[src/rtl/etxlq_pkg.sv]
`timescale 1ns / 1ps
// shared constants, types and helper functions of the link quality estimator
// no dependencies
package etxlq_pkg;

   // window geometry
   localparam int WINDOW_SLOTS     = 32;
   localparam int QUICKSTART_SLOTS = 4;
   localparam int SLOT_W           = $clog2(WINDOW_SLOTS);
   localparam int WLEN_W           = $clog2(WINDOW_SLOTS + 1);

   // counters
   localparam int              CNT_W     = 16;
   localparam logic [CNT_W-1:0] CNT_MAX   = '1;
   localparam logic [CNT_W-1:0] LOST_INIT = 16'd3;
   localparam logic [CNT_W-1:0] GAP_LIMIT = 16'd256;

   // field widths
   localparam int SEQ_W   = 16;
   localparam int LQ_W    = 8;
   localparam int COST_W  = 32;
   localparam int MULT_W  = 17;
   localparam int HELLO_W = 8;
   localparam int CMD_W   = 2;

   localparam logic [MULT_W-1:0] MULT_ONE = 17'd65536;
   localparam logic [LQ_W-1:0]   LQ_MAX   = 8'd255;

   // 65536 * 255, numerator of the first cost division
   localparam int                   COST_NUM_W = 24;
   localparam logic [COST_NUM_W-1:0] COST_NUM  = 24'd16711680;

   // serial arithmetic unit
   localparam int NUM_W  = 33;
   localparam int DEN_W  = 17;
   localparam int STEP_W = $clog2(NUM_W + 1);

   localparam logic [STEP_W-1:0] STEPS_IDLE_DIV = STEP_W'(CNT_W);
   localparam logic [STEP_W-1:0] STEPS_MUL      = STEP_W'(CNT_W);
   localparam logic [STEP_W-1:0] STEPS_LQ_DIV   = STEP_W'(NUM_W);
   localparam logic [STEP_W-1:0] STEPS_C1_DIV   = STEP_W'(COST_NUM_W);
   localparam logic [STEP_W-1:0] STEPS_C2_DIV   = STEP_W'(COST_W);

   // commands
   localparam logic [CMD_W-1:0] CMD_PACKET   = 2'd0;
   localparam logic [CMD_W-1:0] CMD_TICK     = 2'd1;
   localparam logic [CMD_W-1:0] CMD_NEIGHBOR = 2'd2;
   localparam logic [CMD_W-1:0] CMD_CLEAR    = 2'd3;

   // control registers
   localparam int               CSR_IDX_W  = 2;
   localparam int               CSR_DATA_W = 32;
   localparam logic [CSR_IDX_W-1:0] CSR_LOSS_MULT  = 2'd0;
   localparam logic [CSR_IDX_W-1:0] CSR_HELLO      = 2'd1;
   localparam logic [CSR_IDX_W-1:0] CSR_MIN_LQ     = 2'd2;
   localparam logic [CSR_IDX_W-1:0] CSR_BROKEN     = 2'd3;

   localparam logic [HELLO_W-1:0] HELLO_RST  = 8'd2;
   localparam logic [LQ_W-1:0]    MIN_LQ_RST = 8'd25;
   localparam logic [COST_W-1:0]  BROKEN_RST = 32'd4194304;

   typedef struct packed {
      logic              rd_en;
      logic              wr_en;
      logic              clr_lost;
      logic [SLOT_W-1:0] addr;
      logic [CNT_W-1:0]  wr_recv;
      logic [CNT_W-1:0]  wr_lost;
   } win_req_type;

   typedef struct packed {
      logic [CNT_W-1:0] recv;
      logic [CNT_W-1:0] lost;
   } win_rsp_type;

   typedef struct packed {
      logic              start;
      logic              op_mul;
      logic [NUM_W-1:0]  num;
      logic [DEN_W-1:0]  den;
      logic [STEP_W-1:0] steps;
   } alu_req_type;

   typedef struct packed {
      logic             done;
      logic [NUM_W-1:0] res;
   } alu_rsp_type;

   function automatic logic [CNT_W-1:0] sat_add(input logic [CNT_W-1:0] a,
                                                input logic [CNT_W-1:0] b);
      logic [CNT_W:0] s;
      s = {1'b0, a} + {1'b0, b};
      return s[CNT_W] ? CNT_MAX : s[CNT_W-1:0];
   endfunction

endpackage

[src/rtl/etx_link_quality_estimator.sv]
`timescale 1ns / 1ps
// top level of the link quality estimator: control sequencer, control registers, result word
// depends on etxlq_pkg, etxlq_window, etxlq_serial_alu
//
// usage
// - req channel (valid/ready) takes one word per event: packet received (seq_no),
//   one-second tick, neighbor quality update (neighbor_lq) or clear link
// - rsp channel (valid/ready) returns one word per request word: lq, nlq, etx cost
//   and the duplicate flag of a packet word
// - csr port writes loss multiplier, hello period, minimum quality and broken cost;
//   write only while no request word is in flight
// - one word at a time; req_ready is high only when the sequencer is idle
// - the work on each word is set by the bit-serial divide/multiply unit: the cost
//   update runs two serial divisions, skipped when the link is broken; a new packet
//   word also does a read-modify-write of its slot, a repeated one does not;
//   rsp_valid rises in the same cycle as req_ready
// - a tick adds the slot sweep and advance (one memory read per cycle) and four
//   serial ops of 16, 16, 16 and 33 steps, all skipped when the window sums hold
//   no received and no lost counts
// - a finished word sits in the rsp register; a new request is accepted while it
//   waits, and the sequencer holds the next result until rsp_ready frees the register
// - synchronous reset: registers to defaults, window counts read as received 0 /
//   lost 3 through valid bits, quick start window, no result pending
module etx_link_quality_estimator (
   input  logic                               clock,
   input  logic                               reset,
   // request channel
   input  logic                               req_valid,
   output logic                               req_ready,
   input  logic [etxlq_pkg::CMD_W-1:0]        req_cmd,
   input  logic [etxlq_pkg::SEQ_W-1:0]        req_seq_no,
   input  logic [etxlq_pkg::LQ_W-1:0]         req_neighbor_lq,
   // result channel
   output logic                               rsp_valid,
   input  logic                               rsp_ready,
   output logic [etxlq_pkg::LQ_W-1:0]         rsp_lq_out,
   output logic [etxlq_pkg::LQ_W-1:0]         rsp_nlq_out,
   output logic [etxlq_pkg::COST_W-1:0]       rsp_cost_out,
   output logic                               rsp_dup_seen,
   // control registers
   input  logic                               csr_wr_en,
   input  logic [etxlq_pkg::CSR_IDX_W-1:0]    csr_index,
   input  logic [etxlq_pkg::CSR_DATA_W-1:0]   csr_wdata
);

   // sequencer states
   localparam logic [3:0] S_IDLE  = 4'd0;
   localparam logic [3:0] S_PKT   = 4'd1;   // read-modify-write of current slot
   localparam logic [3:0] S_SUM   = 4'd2;   // sweep of window slots
   localparam logic [3:0] S_MDIV  = 4'd3;   // missed hellos = idle / period
   localparam logic [3:0] S_SQMUL = 4'd4;   // missed hellos squared
   localparam logic [3:0] S_RMUL  = 4'd5;   // multiplier * received
   localparam logic [3:0] S_RDIV  = 4'd6;   // ... / (received + lost)
   localparam logic [3:0] S_ADV   = 4'd7;   // advance and clear slot
   localparam logic [3:0] S_COST  = 4'd8;   // broken check, start cost division
   localparam logic [3:0] S_C1DIV = 4'd9;
   localparam logic [3:0] S_C2DIV = 4'd10;
   localparam logic [3:0] S_OUT   = 4'd11;  // hand result to rsp register

   logic [3:0] state_ff, state_in;

   // control registers
   logic [etxlq_pkg::MULT_W-1:0]  mult_ff, mult_in;
   logic [etxlq_pkg::HELLO_W-1:0] hello_ff, hello_in;
   logic [etxlq_pkg::LQ_W-1:0]    minlq_ff, minlq_in;
   logic [etxlq_pkg::COST_W-1:0]  broken_ff, broken_in;

   // link state
   logic [etxlq_pkg::SEQ_W-1:0]   last_seq_ff, last_seq_in;
   logic [etxlq_pkg::SLOT_W-1:0]  slot_ff, slot_in;
   logic [etxlq_pkg::WLEN_W-1:0]  wlen_ff, wlen_in;
   logic [etxlq_pkg::CNT_W-1:0]   idle_ff, idle_in;
   logic [etxlq_pkg::LQ_W-1:0]    lq_ff, lq_in;
   logic [etxlq_pkg::LQ_W-1:0]    nlq_ff, nlq_in;

   // per-word working registers
   logic [etxlq_pkg::SEQ_W-1:0]   seq_ff, seq_in;
   logic                          dup_ff, dup_in;
   logic [etxlq_pkg::WLEN_W-1:0]  idx_ff, idx_in;
   logic                          acc_vld_ff, acc_vld_in;
   logic [etxlq_pkg::CNT_W-1:0]   rec_sum_ff, rec_sum_in;
   logic [etxlq_pkg::CNT_W-1:0]   lost_sum_ff, lost_sum_in;
   logic [etxlq_pkg::COST_W-1:0]  cost_ff, cost_in;

   // result register
   logic                          rsp_valid_ff, rsp_valid_in;
   logic [etxlq_pkg::LQ_W-1:0]    rsp_lq_ff, rsp_lq_in;
   logic [etxlq_pkg::LQ_W-1:0]    rsp_nlq_ff, rsp_nlq_in;
   logic [etxlq_pkg::COST_W-1:0]  rsp_cost_ff, rsp_cost_in;
   logic                          rsp_dup_ff, rsp_dup_in;

   etxlq_pkg::win_req_type win_req;
   etxlq_pkg::win_rsp_type win_rsp;
   etxlq_pkg::alu_req_type alu_req;
   etxlq_pkg::alu_rsp_type alu_rsp;

   // derived values
   logic                          req_fire;
   logic [etxlq_pkg::HELLO_W-1:0] hello_eff;
   logic [etxlq_pkg::MULT_W-1:0]  mult_eff;
   logic [etxlq_pkg::COST_W-1:0]  broken_eff;
   logic                          link_broken;
   logic [etxlq_pkg::SEQ_W-1:0]   gap;
   logic [etxlq_pkg::CNT_W-1:0]   gap_lost;
   logic [etxlq_pkg::SLOT_W-1:0]  slot_next;
   logic [etxlq_pkg::MULT_W+7:0]  lq_scaled;
   logic [etxlq_pkg::COST_W-1:0]  c1_scaled;
   logic [etxlq_pkg::COST_W-1:0]  cost_raw;

   etxlq_window u_window (
      .clock   (clock),
      .reset   (reset),
      .win_req (win_req),
      .win_rsp (win_rsp)
   );

   etxlq_serial_alu u_alu (
      .clock   (clock),
      .reset   (reset),
      .alu_req (alu_req),
      .alu_rsp (alu_rsp)
   );

   assign req_ready = (state_ff == S_IDLE);
   assign req_fire  = req_valid && req_ready;

   // out-of-range register values
   assign hello_eff  = (hello_ff == '0) ? etxlq_pkg::HELLO_W'(1) : hello_ff;
   assign mult_eff   = (mult_ff > etxlq_pkg::MULT_ONE) ? etxlq_pkg::MULT_ONE : mult_ff;
   assign broken_eff = (broken_ff == '0) ? etxlq_pkg::COST_W'(1) : broken_ff;

   assign link_broken = (lq_ff < minlq_ff) || (nlq_ff < minlq_ff) ||
                        (lq_ff == '0) || (nlq_ff == '0);

   // sequence gap, wrapping; a jump beyond the limit counts as no loss
   assign gap      = seq_ff - last_seq_ff;
   assign gap_lost = (gap > etxlq_pkg::GAP_LIMIT) ? '0 : (gap - 1'b1);

   assign slot_next = (slot_ff == etxlq_pkg::SLOT_W'(etxlq_pkg::WINDOW_SLOTS - 1)) ?
                      '0 : (slot_ff + 1'b1);

   // ratio * 255 as shift and subtract; ratio never exceeds 65536
   assign lq_scaled = {alu_rsp.res[etxlq_pkg::MULT_W-1:0], 8'd0} -
                      {8'd0, alu_rsp.res[etxlq_pkg::MULT_W-1:0]};
   assign c1_scaled = {alu_rsp.res[etxlq_pkg::COST_NUM_W-1:0], 8'd0} -
                      {8'd0, alu_rsp.res[etxlq_pkg::COST_NUM_W-1:0]};
   assign cost_raw  = alu_rsp.res[etxlq_pkg::COST_W-1:0];

   always_comb begin
      state_in     = state_ff;
      mult_in      = mult_ff;
      hello_in     = hello_ff;
      minlq_in     = minlq_ff;
      broken_in    = broken_ff;
      last_seq_in  = last_seq_ff;
      slot_in      = slot_ff;
      wlen_in      = wlen_ff;
      idle_in      = idle_ff;
      lq_in        = lq_ff;
      nlq_in       = nlq_ff;
      seq_in       = seq_ff;
      dup_in       = dup_ff;
      idx_in       = idx_ff;
      acc_vld_in   = acc_vld_ff;
      rec_sum_in   = rec_sum_ff;
      lost_sum_in  = lost_sum_ff;
      cost_in      = cost_ff;
      rsp_valid_in = rsp_valid_ff && !rsp_ready;
      rsp_lq_in    = rsp_lq_ff;
      rsp_nlq_in   = rsp_nlq_ff;
      rsp_cost_in  = rsp_cost_ff;
      rsp_dup_in   = rsp_dup_ff;
      win_req      = '0;
      alu_req      = '0;

      // register writes must arrive only while idle; the block itself does not enforce this
      if (csr_wr_en) begin
         unique case (csr_index)
            etxlq_pkg::CSR_LOSS_MULT: mult_in   = csr_wdata[etxlq_pkg::MULT_W-1:0];
            etxlq_pkg::CSR_HELLO:     hello_in  = csr_wdata[etxlq_pkg::HELLO_W-1:0];
            etxlq_pkg::CSR_MIN_LQ:    minlq_in  = csr_wdata[etxlq_pkg::LQ_W-1:0];
            etxlq_pkg::CSR_BROKEN:    broken_in = csr_wdata[etxlq_pkg::COST_W-1:0];
            default:                  ;
         endcase
      end

      unique case (state_ff)
         S_IDLE: begin
            if (req_fire) begin
               seq_in = req_seq_no;
               dup_in = 1'b0;
               unique case (req_cmd)
                  etxlq_pkg::CMD_PACKET: begin
                     if (req_seq_no == last_seq_ff) begin
                        dup_in   = 1'b1;
                        state_in = S_COST;
                     end else begin
                        win_req.rd_en = 1'b1;
                        win_req.addr  = slot_ff;
                        state_in      = S_PKT;
                     end
                  end
                  etxlq_pkg::CMD_TICK: begin
                     // quick start: window grows one slot per tick
                     if (wlen_ff < etxlq_pkg::WLEN_W'(etxlq_pkg::WINDOW_SLOTS)) begin
                        wlen_in = wlen_ff + 1'b1;
                     end
                     idx_in      = '0;
                     acc_vld_in  = 1'b0;
                     rec_sum_in  = '0;
                     lost_sum_in = '0;
                     state_in    = S_SUM;
                  end
                  etxlq_pkg::CMD_NEIGHBOR: begin
                     nlq_in   = req_neighbor_lq;
                     state_in = S_COST;
                  end
                  etxlq_pkg::CMD_CLEAR: begin
                     wlen_in          = etxlq_pkg::WLEN_W'(etxlq_pkg::QUICKSTART_SLOTS);
                     win_req.clr_lost = 1'b1;
                     state_in         = S_COST;
                  end
                  default: ;
               endcase
            end
         end

         S_PKT: begin
            win_req.wr_en   = 1'b1;
            win_req.addr    = slot_ff;
            win_req.wr_recv = etxlq_pkg::sat_add(win_rsp.recv, etxlq_pkg::CNT_W'(1));
            win_req.wr_lost = etxlq_pkg::sat_add(win_rsp.lost, gap_lost);
            last_seq_in     = seq_ff;
            idle_in         = '0;
            state_in        = S_COST;
         end

         S_SUM: begin
            // read one slot per cycle, accumulate it in the next cycle
            if (acc_vld_ff) begin
               rec_sum_in  = etxlq_pkg::sat_add(rec_sum_ff, win_rsp.recv);
               lost_sum_in = etxlq_pkg::sat_add(lost_sum_ff, win_rsp.lost);
            end
            if (idx_ff < wlen_ff) begin
               win_req.rd_en = 1'b1;
               win_req.addr  = idx_ff[etxlq_pkg::SLOT_W-1:0];
               idx_in        = idx_ff + 1'b1;
               acc_vld_in    = 1'b1;
            end else begin
               acc_vld_in = 1'b0;
               if (!acc_vld_ff) begin
                  if (rec_sum_ff == '0 && lost_sum_ff == '0) begin
                     lq_in    = '0;
                     state_in = S_ADV;
                  end else begin
                     alu_req.start  = 1'b1;
                     alu_req.op_mul = 1'b0;
                     alu_req.num    = {idle_ff, (etxlq_pkg::NUM_W - etxlq_pkg::CNT_W)'(0)};
                     alu_req.den    = {(etxlq_pkg::DEN_W - etxlq_pkg::HELLO_W)'(0), hello_eff};
                     alu_req.steps  = etxlq_pkg::STEPS_IDLE_DIV;
                     state_in       = S_MDIV;
                  end
               end
            end
         end

         S_MDIV: begin
            if (alu_rsp.done) begin
               alu_req.start  = 1'b1;
               alu_req.op_mul = 1'b1;
               alu_req.num    = {(etxlq_pkg::NUM_W - etxlq_pkg::CNT_W)'(0),
                                 alu_rsp.res[etxlq_pkg::CNT_W-1:0]};
               alu_req.den    = {(etxlq_pkg::DEN_W - etxlq_pkg::CNT_W)'(0),
                                 alu_rsp.res[etxlq_pkg::CNT_W-1:0]};
               alu_req.steps  = etxlq_pkg::STEPS_MUL;
               state_in       = S_SQMUL;
            end
         end

         S_SQMUL: begin
            if (alu_rsp.done) begin
               // missed hello penalty joins the lost sum, saturating
               if (alu_rsp.res >= {(etxlq_pkg::NUM_W - etxlq_pkg::CNT_W)'(0),
                                   etxlq_pkg::CNT_MAX}) begin
                  lost_sum_in = etxlq_pkg::CNT_MAX;
               end else begin
                  lost_sum_in = etxlq_pkg::sat_add(lost_sum_ff,
                                                   alu_rsp.res[etxlq_pkg::CNT_W-1:0]);
               end
               alu_req.start  = 1'b1;
               alu_req.op_mul = 1'b1;
               alu_req.num    = {(etxlq_pkg::NUM_W - etxlq_pkg::CNT_W)'(0), rec_sum_ff};
               alu_req.den    = mult_eff;
               alu_req.steps  = etxlq_pkg::STEPS_MUL;
               state_in       = S_RMUL;
            end
         end

         S_RMUL: begin
            if (alu_rsp.done) begin
               alu_req.start  = 1'b1;
               alu_req.op_mul = 1'b0;
               alu_req.num    = alu_rsp.res;
               alu_req.den    = {1'b0, rec_sum_ff} + {1'b0, lost_sum_ff};
               alu_req.steps  = etxlq_pkg::STEPS_LQ_DIV;
               state_in       = S_RDIV;
            end
         end

         S_RDIV: begin
            if (alu_rsp.done) begin
               if (lq_scaled[etxlq_pkg::MULT_W+7:16] > {1'b0, etxlq_pkg::LQ_MAX}) begin
                  lq_in = etxlq_pkg::LQ_MAX;
               end else begin
                  lq_in = lq_scaled[23:16];
               end
               state_in = S_ADV;
            end
         end

         S_ADV: begin
            slot_in         = slot_next;
            win_req.wr_en   = 1'b1;
            win_req.addr    = slot_next;
            win_req.wr_recv = '0;
            win_req.wr_lost = '0;
            idle_in         = etxlq_pkg::sat_add(idle_ff, etxlq_pkg::CNT_W'(1));
            state_in        = S_COST;
         end

         S_COST: begin
            if (link_broken) begin
               cost_in  = broken_eff;
               state_in = S_OUT;
            end else begin
               // 65536*255 / lq
               alu_req.start  = 1'b1;
               alu_req.op_mul = 1'b0;
               alu_req.num    = {etxlq_pkg::COST_NUM,
                                 (etxlq_pkg::NUM_W - etxlq_pkg::COST_NUM_W)'(0)};
               alu_req.den    = {(etxlq_pkg::DEN_W - etxlq_pkg::LQ_W)'(0), lq_ff};
               alu_req.steps  = etxlq_pkg::STEPS_C1_DIV;
               state_in       = S_C1DIV;
            end
         end

         S_C1DIV: begin
            if (alu_rsp.done) begin
               // (... * 255) / nlq
               alu_req.start  = 1'b1;
               alu_req.op_mul = 1'b0;
               alu_req.num    = {c1_scaled, (etxlq_pkg::NUM_W - etxlq_pkg::COST_W)'(0)};
               alu_req.den    = {(etxlq_pkg::DEN_W - etxlq_pkg::LQ_W)'(0), nlq_ff};
               alu_req.steps  = etxlq_pkg::STEPS_C2_DIV;
               state_in       = S_C2DIV;
            end
         end

         S_C2DIV: begin
            if (alu_rsp.done) begin
               if (cost_raw > broken_eff) begin
                  cost_in = broken_eff;
               end else if (cost_raw == '0) begin
                  cost_in = etxlq_pkg::COST_W'(1);
               end else begin
                  cost_in = cost_raw;
               end
               state_in = S_OUT;
            end
         end

         S_OUT: begin
            if (!rsp_valid_ff || rsp_ready) begin
               rsp_valid_in = 1'b1;
               rsp_lq_in    = lq_ff;
               rsp_nlq_in   = nlq_ff;
               rsp_cost_in  = cost_ff;
               rsp_dup_in   = dup_ff;
               state_in     = S_IDLE;
            end
         end

         default: begin
            state_in = S_IDLE;
         end
      endcase
   end

   always_ff @(posedge clock) begin
      if (reset) begin
         state_ff     <= S_IDLE;
         mult_ff      <= etxlq_pkg::MULT_ONE;
         hello_ff     <= etxlq_pkg::HELLO_RST;
         minlq_ff     <= etxlq_pkg::MIN_LQ_RST;
         broken_ff    <= etxlq_pkg::BROKEN_RST;
         last_seq_ff  <= '0;
         slot_ff      <= '0;
         wlen_ff      <= etxlq_pkg::WLEN_W'(etxlq_pkg::QUICKSTART_SLOTS);
         idle_ff      <= '0;
         lq_ff        <= '0;
         nlq_ff       <= '0;
         idx_ff       <= '0;
         acc_vld_ff   <= 1'b0;
         rsp_valid_ff <= 1'b0;
      end else begin
         state_ff     <= state_in;
         mult_ff      <= mult_in;
         hello_ff     <= hello_in;
         minlq_ff     <= minlq_in;
         broken_ff    <= broken_in;
         last_seq_ff  <= last_seq_in;
         slot_ff      <= slot_in;
         wlen_ff      <= wlen_in;
         idle_ff      <= idle_in;
         lq_ff        <= lq_in;
         nlq_ff       <= nlq_in;
         idx_ff       <= idx_in;
         acc_vld_ff   <= acc_vld_in;
         rsp_valid_ff <= rsp_valid_in;
      end
   end

   always_ff @(posedge clock) begin
      seq_ff      <= seq_in;
      dup_ff      <= dup_in;
      rec_sum_ff  <= rec_sum_in;
      lost_sum_ff <= lost_sum_in;
      cost_ff     <= cost_in;
      rsp_lq_ff   <= rsp_lq_in;
      rsp_nlq_ff  <= rsp_nlq_in;
      rsp_cost_ff <= rsp_cost_in;
      rsp_dup_ff  <= rsp_dup_in;
   end

   assign rsp_valid    = rsp_valid_ff;
   assign rsp_lq_out   = rsp_lq_ff;
   assign rsp_nlq_out  = rsp_nlq_ff;
   assign rsp_cost_out = rsp_cost_ff;
   assign rsp_dup_seen = rsp_dup_ff;

`ifndef SYNTHESIS
   a_one_word_at_a_time: assert property (@(posedge clock) disable iff (reset)
      req_valid && req_ready |=> !req_ready)
      else $error("request accepted while previous word still in progress");

   a_cost_nonzero: assert property (@(posedge clock) disable iff (reset)
      rsp_valid |-> rsp_cost_out != '0)
      else $error("zero cost in result word");

   a_window_len_range: assert property (@(posedge clock) disable iff (reset)
      wlen_ff >= etxlq_pkg::WLEN_W'(etxlq_pkg::QUICKSTART_SLOTS) &&
      wlen_ff <= etxlq_pkg::WLEN_W'(etxlq_pkg::WINDOW_SLOTS))
      else $error("window length out of range");

   a_alu_idle_when_ready: assert property (@(posedge clock) disable iff (reset)
      req_ready |-> !alu_rsp.done)
      else $error("serial unit finished while sequencer idle");
`endif

endmodule

[src/rtl/etxlq_serial_alu.sv]
`timescale 1ns / 1ps
// bit-serial arithmetic unit: restoring divide and shift-add multiply, one bit per cycle
// depends on etxlq_pkg
module etxlq_serial_alu (
   input  logic                   clock,
   input  logic                   reset,
   input  etxlq_pkg::alu_req_type alu_req,
   output etxlq_pkg::alu_rsp_type alu_rsp
);

   logic                             busy_ff, busy_in;
   logic                             done_ff, done_in;
   logic                             op_mul_ff, op_mul_in;
   logic [etxlq_pkg::STEP_W-1:0]     cnt_ff, cnt_in;
   logic [etxlq_pkg::NUM_W-1:0]      quo_ff, quo_in;
   logic [etxlq_pkg::DEN_W-1:0]      rem_ff, rem_in;
   logic [etxlq_pkg::DEN_W-1:0]      den_ff, den_in;

   logic [etxlq_pkg::DEN_W:0]        shifted;
   logic [etxlq_pkg::DEN_W:0]        diff;
   logic                             ge;
   logic [etxlq_pkg::DEN_W:0]        psum;

   // divide: shift in next dividend bit, subtract when it fits
   assign shifted = {rem_ff, quo_ff[etxlq_pkg::NUM_W-1]};
   assign ge      = shifted >= {1'b0, den_ff};
   assign diff    = shifted - {1'b0, den_ff};
   // multiply: add multiplicand on multiplier lsb, shift right
   assign psum    = {1'b0, rem_ff} + (quo_ff[0] ? {1'b0, den_ff} : '0);

   always_comb begin
      busy_in   = busy_ff;
      done_in   = 1'b0;
      op_mul_in = op_mul_ff;
      cnt_in    = cnt_ff;
      quo_in    = quo_ff;
      rem_in    = rem_ff;
      den_in    = den_ff;
      if (alu_req.start) begin
         busy_in   = 1'b1;
         op_mul_in = alu_req.op_mul;
         cnt_in    = alu_req.steps;
         quo_in    = alu_req.num;
         rem_in    = '0;
         den_in    = alu_req.den;
      end else if (busy_ff) begin
         cnt_in = cnt_ff - 1'b1;
         if (cnt_ff == etxlq_pkg::STEP_W'(1)) begin
            busy_in = 1'b0;
            done_in = 1'b1;
         end
         if (op_mul_ff) begin
            rem_in = psum[etxlq_pkg::DEN_W:1];
            quo_in = {quo_ff[etxlq_pkg::NUM_W-1:etxlq_pkg::CNT_W], psum[0],
                      quo_ff[etxlq_pkg::CNT_W-1:1]};
         end else begin
            rem_in = ge ? diff[etxlq_pkg::DEN_W-1:0] : shifted[etxlq_pkg::DEN_W-1:0];
            quo_in = {quo_ff[etxlq_pkg::NUM_W-2:0], ge};
         end
      end
   end

   always_ff @(posedge clock) begin
      if (reset) begin
         busy_ff <= 1'b0;
         done_ff <= 1'b0;
      end else begin
         busy_ff <= busy_in;
         done_ff <= done_in;
      end
   end

   always_ff @(posedge clock) begin
      op_mul_ff <= op_mul_in;
      cnt_ff    <= cnt_in;
      quo_ff    <= quo_in;
      rem_ff    <= rem_in;
      den_ff    <= den_in;
   end

   assign alu_rsp.done = done_ff;
   assign alu_rsp.res  = op_mul_ff ? {rem_ff, quo_ff[etxlq_pkg::CNT_W-1:0]} : quo_ff;

`ifndef SYNTHESIS
   a_no_start_while_busy: assert property (@(posedge clock) disable iff (reset)
      alu_req.start |-> !busy_ff)
      else $error("serial alu started while busy");

   a_done_ends_busy: assert property (@(posedge clock) disable iff (reset)
      done_ff |-> !busy_ff)
      else $error("serial alu done while still busy");
`endif

endmodule

[src/rtl/etxlq_window.sv]
`timescale 1ns / 1ps
// sliding window store: received and lost counts per slot with per-entry valid bits
// depends on etxlq_pkg
module etxlq_window (
   input  logic                   clock,
   input  logic                   reset,
   input  etxlq_pkg::win_req_type win_req,
   output etxlq_pkg::win_rsp_type win_rsp
);

   logic [etxlq_pkg::CNT_W-1:0] recv_mem [etxlq_pkg::WINDOW_SLOTS];
   logic [etxlq_pkg::CNT_W-1:0] lost_mem [etxlq_pkg::WINDOW_SLOTS];

   logic [etxlq_pkg::WINDOW_SLOTS-1:0] recv_vld_ff, recv_vld_in;
   logic [etxlq_pkg::WINDOW_SLOTS-1:0] lost_vld_ff, lost_vld_in;

   logic [etxlq_pkg::CNT_W-1:0] recv_rd_ff;
   logic [etxlq_pkg::CNT_W-1:0] lost_rd_ff;
   logic                        recv_rd_vld_ff;
   logic                        lost_rd_vld_ff;

   // invalid entries read as their reset value
   always_comb begin
      recv_vld_in = recv_vld_ff;
      lost_vld_in = lost_vld_ff;
      if (win_req.clr_lost) begin
         lost_vld_in = '0;
      end
      if (win_req.wr_en) begin
         recv_vld_in[win_req.addr] = 1'b1;
         lost_vld_in[win_req.addr] = 1'b1;
      end
   end

   always_ff @(posedge clock) begin
      if (reset) begin
         recv_vld_ff <= '0;
         lost_vld_ff <= '0;
      end else begin
         recv_vld_ff <= recv_vld_in;
         lost_vld_ff <= lost_vld_in;
      end
   end

   always_ff @(posedge clock) begin
      if (win_req.wr_en) begin
         recv_mem[win_req.addr] <= win_req.wr_recv;
         lost_mem[win_req.addr] <= win_req.wr_lost;
      end
      if (win_req.rd_en) begin
         recv_rd_ff     <= recv_mem[win_req.addr];
         lost_rd_ff     <= lost_mem[win_req.addr];
         recv_rd_vld_ff <= recv_vld_ff[win_req.addr];
         lost_rd_vld_ff <= lost_vld_ff[win_req.addr];
      end
   end

   assign win_rsp.recv = recv_rd_vld_ff ? recv_rd_ff : '0;
   assign win_rsp.lost = lost_rd_vld_ff ? lost_rd_ff : etxlq_pkg::LOST_INIT;

endmodule
[config.mk]
export PLATFORM = sky130hd
export DESIGN_NAME = etx_link_quality_estimator
export DESIGN_NICKNAME = d
export VERILOG_FILES = /design/src/rtl/etxlq_pkg.sv /design/src/rtl/etx_link_quality_estimator.sv /design/src/rtl/etxlq_serial_alu.sv /design/src/rtl/etxlq_window.sv
export SDC_FILE = /design/constraint.sdc
export NUM_CORES = 2
export LEC_CHECK = 0
export BUFFER_PORTS_ARGS = -buffer_cell sky130_fd_sc_hd__buf_4
export CAP_MARGIN = 20
export CELL_PAD_IN_SITES_DETAIL_PLACEMENT = 1
export CELL_PAD_IN_SITES_GLOBAL_PLACEMENT = 1
export CORE_AREA = 2 2 464 374
export CTS_CLUSTER_DIAMETER = 150
export DETAILED_ROUTE_END_ITERATION = 8
export DIE_AREA = 0 0 466 376
export PLACE_DENSITY = 0.67
export SLEW_MARGIN = 10
export SYNTH_ARGS = -nofsm -noshare
export SYNTH_HDL_FRONTEND = slang
export SYNTH_HIERARCHICAL = 1
export SYNTH_SLANG_ARGS = --single-unit
[constraint.sdc]
create_clock -name clock -period 11.5 [get_ports clock]
set_input_delay 2.3 -clock clock [delete_from_list [all_inputs] [get_ports clock]]
set_output_delay 2.3 -clock clock [all_outputs]
set_load 0.1 [all_outputs]
[After elaboration in Yosys (flattened, before gate mapping)]
Memories as Yosys holds them, arrays and structs flattened. A register that Yosys moved wholly into a read port is not among the register bits.
Index checks and enable logic that the tools add are counted.
Storage, ports and cells
  bits in registers: 408
  memory bits (writable): 1024
  output and inout bits: 51
  word-level logic and storage cells: 258
  memories: 2
Memories
  u_window.lost_mem: depth 32, width 16, rd ports 1, clocked after Yosys merged registers in 1, write ports 1, line etxlq_window.sv:12  | logic [etxlq_pkg::CNT_W-1:0] lost_mem [etxlq_pkg::WINDOW_SLOTS];
  u_window.recv_mem: depth 32, width 16, rd ports 1, clocked after Yosys merged registers in 1, write ports 1, line etxlq_window.sv:11  | logic [etxlq_pkg::CNT_W-1:0] recv_mem [etxlq_pkg::WINDOW_SLOTS];
Cells by class
  $add $sub $neg: 17
  order comparisons: 12
  equal/unequal tests: 37
  mux-type cells: 106
  bitwise gates (word level): 3
  reduce and logical (&&, ||, !) cells: 46
Operators by type and width (number)
  $mux W58: 8
  $pmux W58 S6: 1
  $mux W32: 8
  $mux W16: 15
  $mux W33: 4
  $add A16 B16 Y17: 5
  $mux W17: 4
  $logic_not A32 Y1: 2
  $or A32 B32 Y32: 2
  $pmux W16 S2: 2
  $pmux W32 S2: 1
  $mux W8: 6
  $pmux W16 S3: 1
  $mux W4: 11
  $pmux W4 S11: 1
  $mux W6: 7
  $add A16 B1 Y17 const B: 2
  $ge A33 B16 Y1 const B: 1
  $gt A32 B32 Y1: 1
  $logic_not A16 Y1: 2
  $sub A32 B24 Y32: 1
  $sub A25 B17 Y25: 1
  $logic_not A8 Y1: 3
  $pmux W6 S2: 2
  other kinds (52): 130

[Longest topological paths before layout]
  word-level depth: 11
  depth in mapped cells: 25

[Hierarchy]
Netlist, hierarchy kept.
By module, submodules not included
  etxlq_window: instances 1, cells an instance 2439, area each 42879.9 um^2
  etx_link_quality_estimator: instances 1, cells an instance 2256, area each 19378.6 um^2
  etxlq_serial_alu: instances 1, cells an instance 616, area each 5485.3 um^2

[Least setup slack after synthesis]
Ideal clock, no wire load.
  kind: reg2reg
  start point: register state_ff[2]
  end point: memory u_window/lost_mem[3][0] in the netlist's numbering (enable)
  data arrival time: 7.224 ns
  required time: 11.076 ns
  slack: 3.852 ns
  cell stages (with the launch flop): 14
  path buffers: 5
  cell sequence: dfxtp_1 clkbuf_1 nor4_1 nand2_1 inv_1 nand3_1 nand2_1 a221o_1 buf_2 buf_2 buf_4 buf_4 nand3_1 nor2_1
RTL lines
  start, declared: line etx_link_quality_estimator.sv:60  | logic [3:0] state_ff, state_in;
  start signal, assigned: line etx_link_quality_estimator.sv:406  | state_ff <= state_in;
  end, declared: line etxlq_window.sv:12

==> results.md <==
- DP Area: 71300 µm²
- Measured slew at the worst slew-check pin: 1.23 ns
- Number of global-route vias before repair: roughly 47000
- DRC Markers: 0
- PortBufs: roughly 120
- Crit Path Class: in -> reg
- Synth Area in Adders: between 4 and 5%
- Final Util: ~45%
- Post-placement setup slack: ~3.6 ns
- Fmax achieved: between 0.1 and 0.15 GHz
- Cts hold-fix bufs: 0
- Hold WS: roughly 0.42 ns
- Max Slew Vio Count: 0
- Status: finished clean
- Setup ws final: ~4.3 ns
- Sequential power share: a little over two fifths
- Die Y: ~380 µm
- Worst path arrival time: just under 8 ns
- Worst-path fanout max: roughly 120
- Avg Inst Size Synth: approximately 13 µm²
- DIE AREA: ~180000 µm²
- Crit start category: input port
- Number of antenna violations at the first check in global routing: 7
- Largest net degree at the start of global routing: roughly 120
- Final setup fails: 0
- Fraction of registers with async set/reset: 0%
- CTS Sinks: approximately 1500
- YS warnings: 6
- Area grow syn2layout: 12.8%
- TritonCTS clock tree: yes
- Multiplexer share of the synthesized area: under 10%
- Largest family of logic cells by synthesized area: compound AO/OA/AOI/OAI gates
- Fin area: between 70000 and 80000 µm²
- Post-synthesis xor/xnor area fraction: 2.05%
- Total gr overflow: 0
- Hold crit path type: reg -> reg
- Clock Skew: between 0.05 and 0.06 ns
- Iteration-0 DRC Markers: around 4500
- Vias: roughly 46000
- Crit end category: flip-flop
- Synth Instances: between 5000 and 6000
- Clock power frac: about 34%
- I/O Pins: roughly 120
- Initial Util: about 40%
- Crit path required time: 12.01 ns
- Root buf cell: clkbuf_16
- Layout cell share with drive strength beyond 1: roughly 11%
- NumNets Final: about 5700
- Drt wl/cell: 27.1 µm
- Die span in x: 466 µm
- Clock Pin Slew Worst Setup and Hold Paths: around 0.060 ns
- Worst-Skew Late Latency: approximately 0.82 ns
- Sw power: between 4 and 5 mW
- GPL Wtd Cong: approximately 0.88
- Clock buffer count from CTS: around 150
- Syn Std Cell Area: approximately 68000 µm²
- Final TNS setup: 0 ns
- WL final: roughly 210000 µm
- Final min period: between 7 and 8 ns
- Lkg Pwr: between 20 and 30 nW
- Post-Layout Cell Count: 7814
- Most frequent cells in the layout: 1245 x edfxtp_1, 607 x mux2i_1, 450 x nand2_1
- Dpl cells: 7527
- Rel. slew slack: ~17%
- Most common cell after layout, fill and taps aside: edfxtp_1
- Primary FF master, synth: edfxtp_1
- Cell Pwr Density: just under 200 nW/µm²
- Simple-gate portion of the synthesized area: roughly 8.8%
- Clock H-tree levels: 4
- Core ar.: 171000 µm²
- Sw Share: between 30% and 40%
- Number of synthesized flops with an enable pin: between 1000 and 1500
- Period utilization: between 60% and 70%
- Power, Total: approximately 15 mW
- Via density: 5.89
- Part of the power in combinational logic: between 20% and 30%
- Final Hold Viols: 0
- Synthesized flop and latch total: 1464
- Post-synthesis sequential area ratio: 61.7%
- Synth Area in Compound Gates: a little over a tenth
- Post-DP HPWL: around 130000 µm
- Max Cap Viol: 0
- First-pass GRT wire length: around 310000 µm
- Peak supply drop: approximately 0.00014 V
- # rows: 136
- Global Route Usage Sum: 23.7%
- Internal: about 10 mW
- RSZ-0062 raised after global routing: no
- First drt pass iteration count: 6
- Post_cts resized: 0
- Clock Path Buffers: 3
- Post-CTS Setup Repair Bufs: 0
- Antenna-violating nets left: 0
- Yosys cell types: about 110
[area by class of cell]
cell class / instances / area [µm²]
multi-input cells: 3374 / 24300
well taps: 2277 / 2850
fillers: 17581 / 94300
flip-flops and latches: 1464 / 41800
clock inverters: 80 / 870
diodes: 1 / 2.50
clock buffers: 196 / 4050
repair buffers: 235 / 1870
inverters: 187 / 702
[metal layers]
metal  track usage (%)  routed length (µm)  vias up  share of wire, %
met1              34.0               96600    23735                46
li1                  -                   -    20455                 -
met5                 0                  54        -             0.026
met4              5.99                4550        8               2.2
met3              4.38               15000      281               7.1
met2              37.0               95300     1510                45
[critical path, stage by stage]
cell and delay [ns]:
buf_4 0.12, xor2_1 0.32, nor4_1 0.08, nand4_1 0.57, nand3_1 0.28, nand2_1 0.28, a221o_4 0.72, buf_4 0.77
buf_12 0.67, mux2i_1 0.26, o22ai_1 0.10, nor4_1 0.79, nand2_1 0.17
[power groups by stage]
stage | Combinational, mW | Clock, mW | Sequential, mW
final | 3.28 | 4.94 | 6.45
after global routing | 3.60 | 5.23 | 6.47
after CTS | 3.27 | 5.03 | 6.44
after detailed placement | 3.24 | 0 | 6.55
after global placement | 3.15 | 0 | 6.55
after floorplan | 2.33 | 0 | 6.42
[path summary, 6_finish.rpt]
kind,endpoint,from,depth (start not counted),slack (ns)
setup / recovery,u_window/lost_rd_ff[7],req_seq_no[1],13,4.27
hold / removal,rsp_cost_out[23],cost_ff[23],0,0.42
setup reg to reg,u_window/lost_mem[4][8],seq_ff[0],23,4.69
hold reg to reg,rsp_cost_out[23],cost_ff[23],0,0.42
[flip-flops by register name, summed over array words and instances (netlist names), 17 cells and up]
register and count:
u_window/recv_mem 512, u_alu/quo_ff 33, cost_ff 32, u_alu/den_ff 17
u_window/lost_vld_ff 32, u_window/recv_vld_ff 32, u_alu/rem_ff 17, mult_ff 17
broken_ff 32, u_window/lost_mem 512, rsp_cost_out 32
[kinds of logic after synthesis]
kind of cell | count (synthesis)
compound gates | 1154
xor+xnor | 158
simple gates | 1220
flops | 1464
other cells | 1
fa+ha+maj | 215
mux | 625
buf+inv | 474
[cell usage after synthesis, types with 73 or more instances]
cell,count,area share (%)
edfxtp_1,1245,55
mux2i_1,607,9.0
nand2_1,451,2.5
a21oi_1,295,2.2
o22ai_1,285,2.6
nor2_1,243,1.3
dfxtp_1,219,6.5
ha_1,207,3.8
o21ai_0,186,1.4
inv_1,182,1.0
clkbuf_1,139,0.77
nor4_1,114,1.1
buf_2,95,0.70
xor2_1,84,1.1
xnor2_1,73,0.94
(Power assumes the default switching activity.)
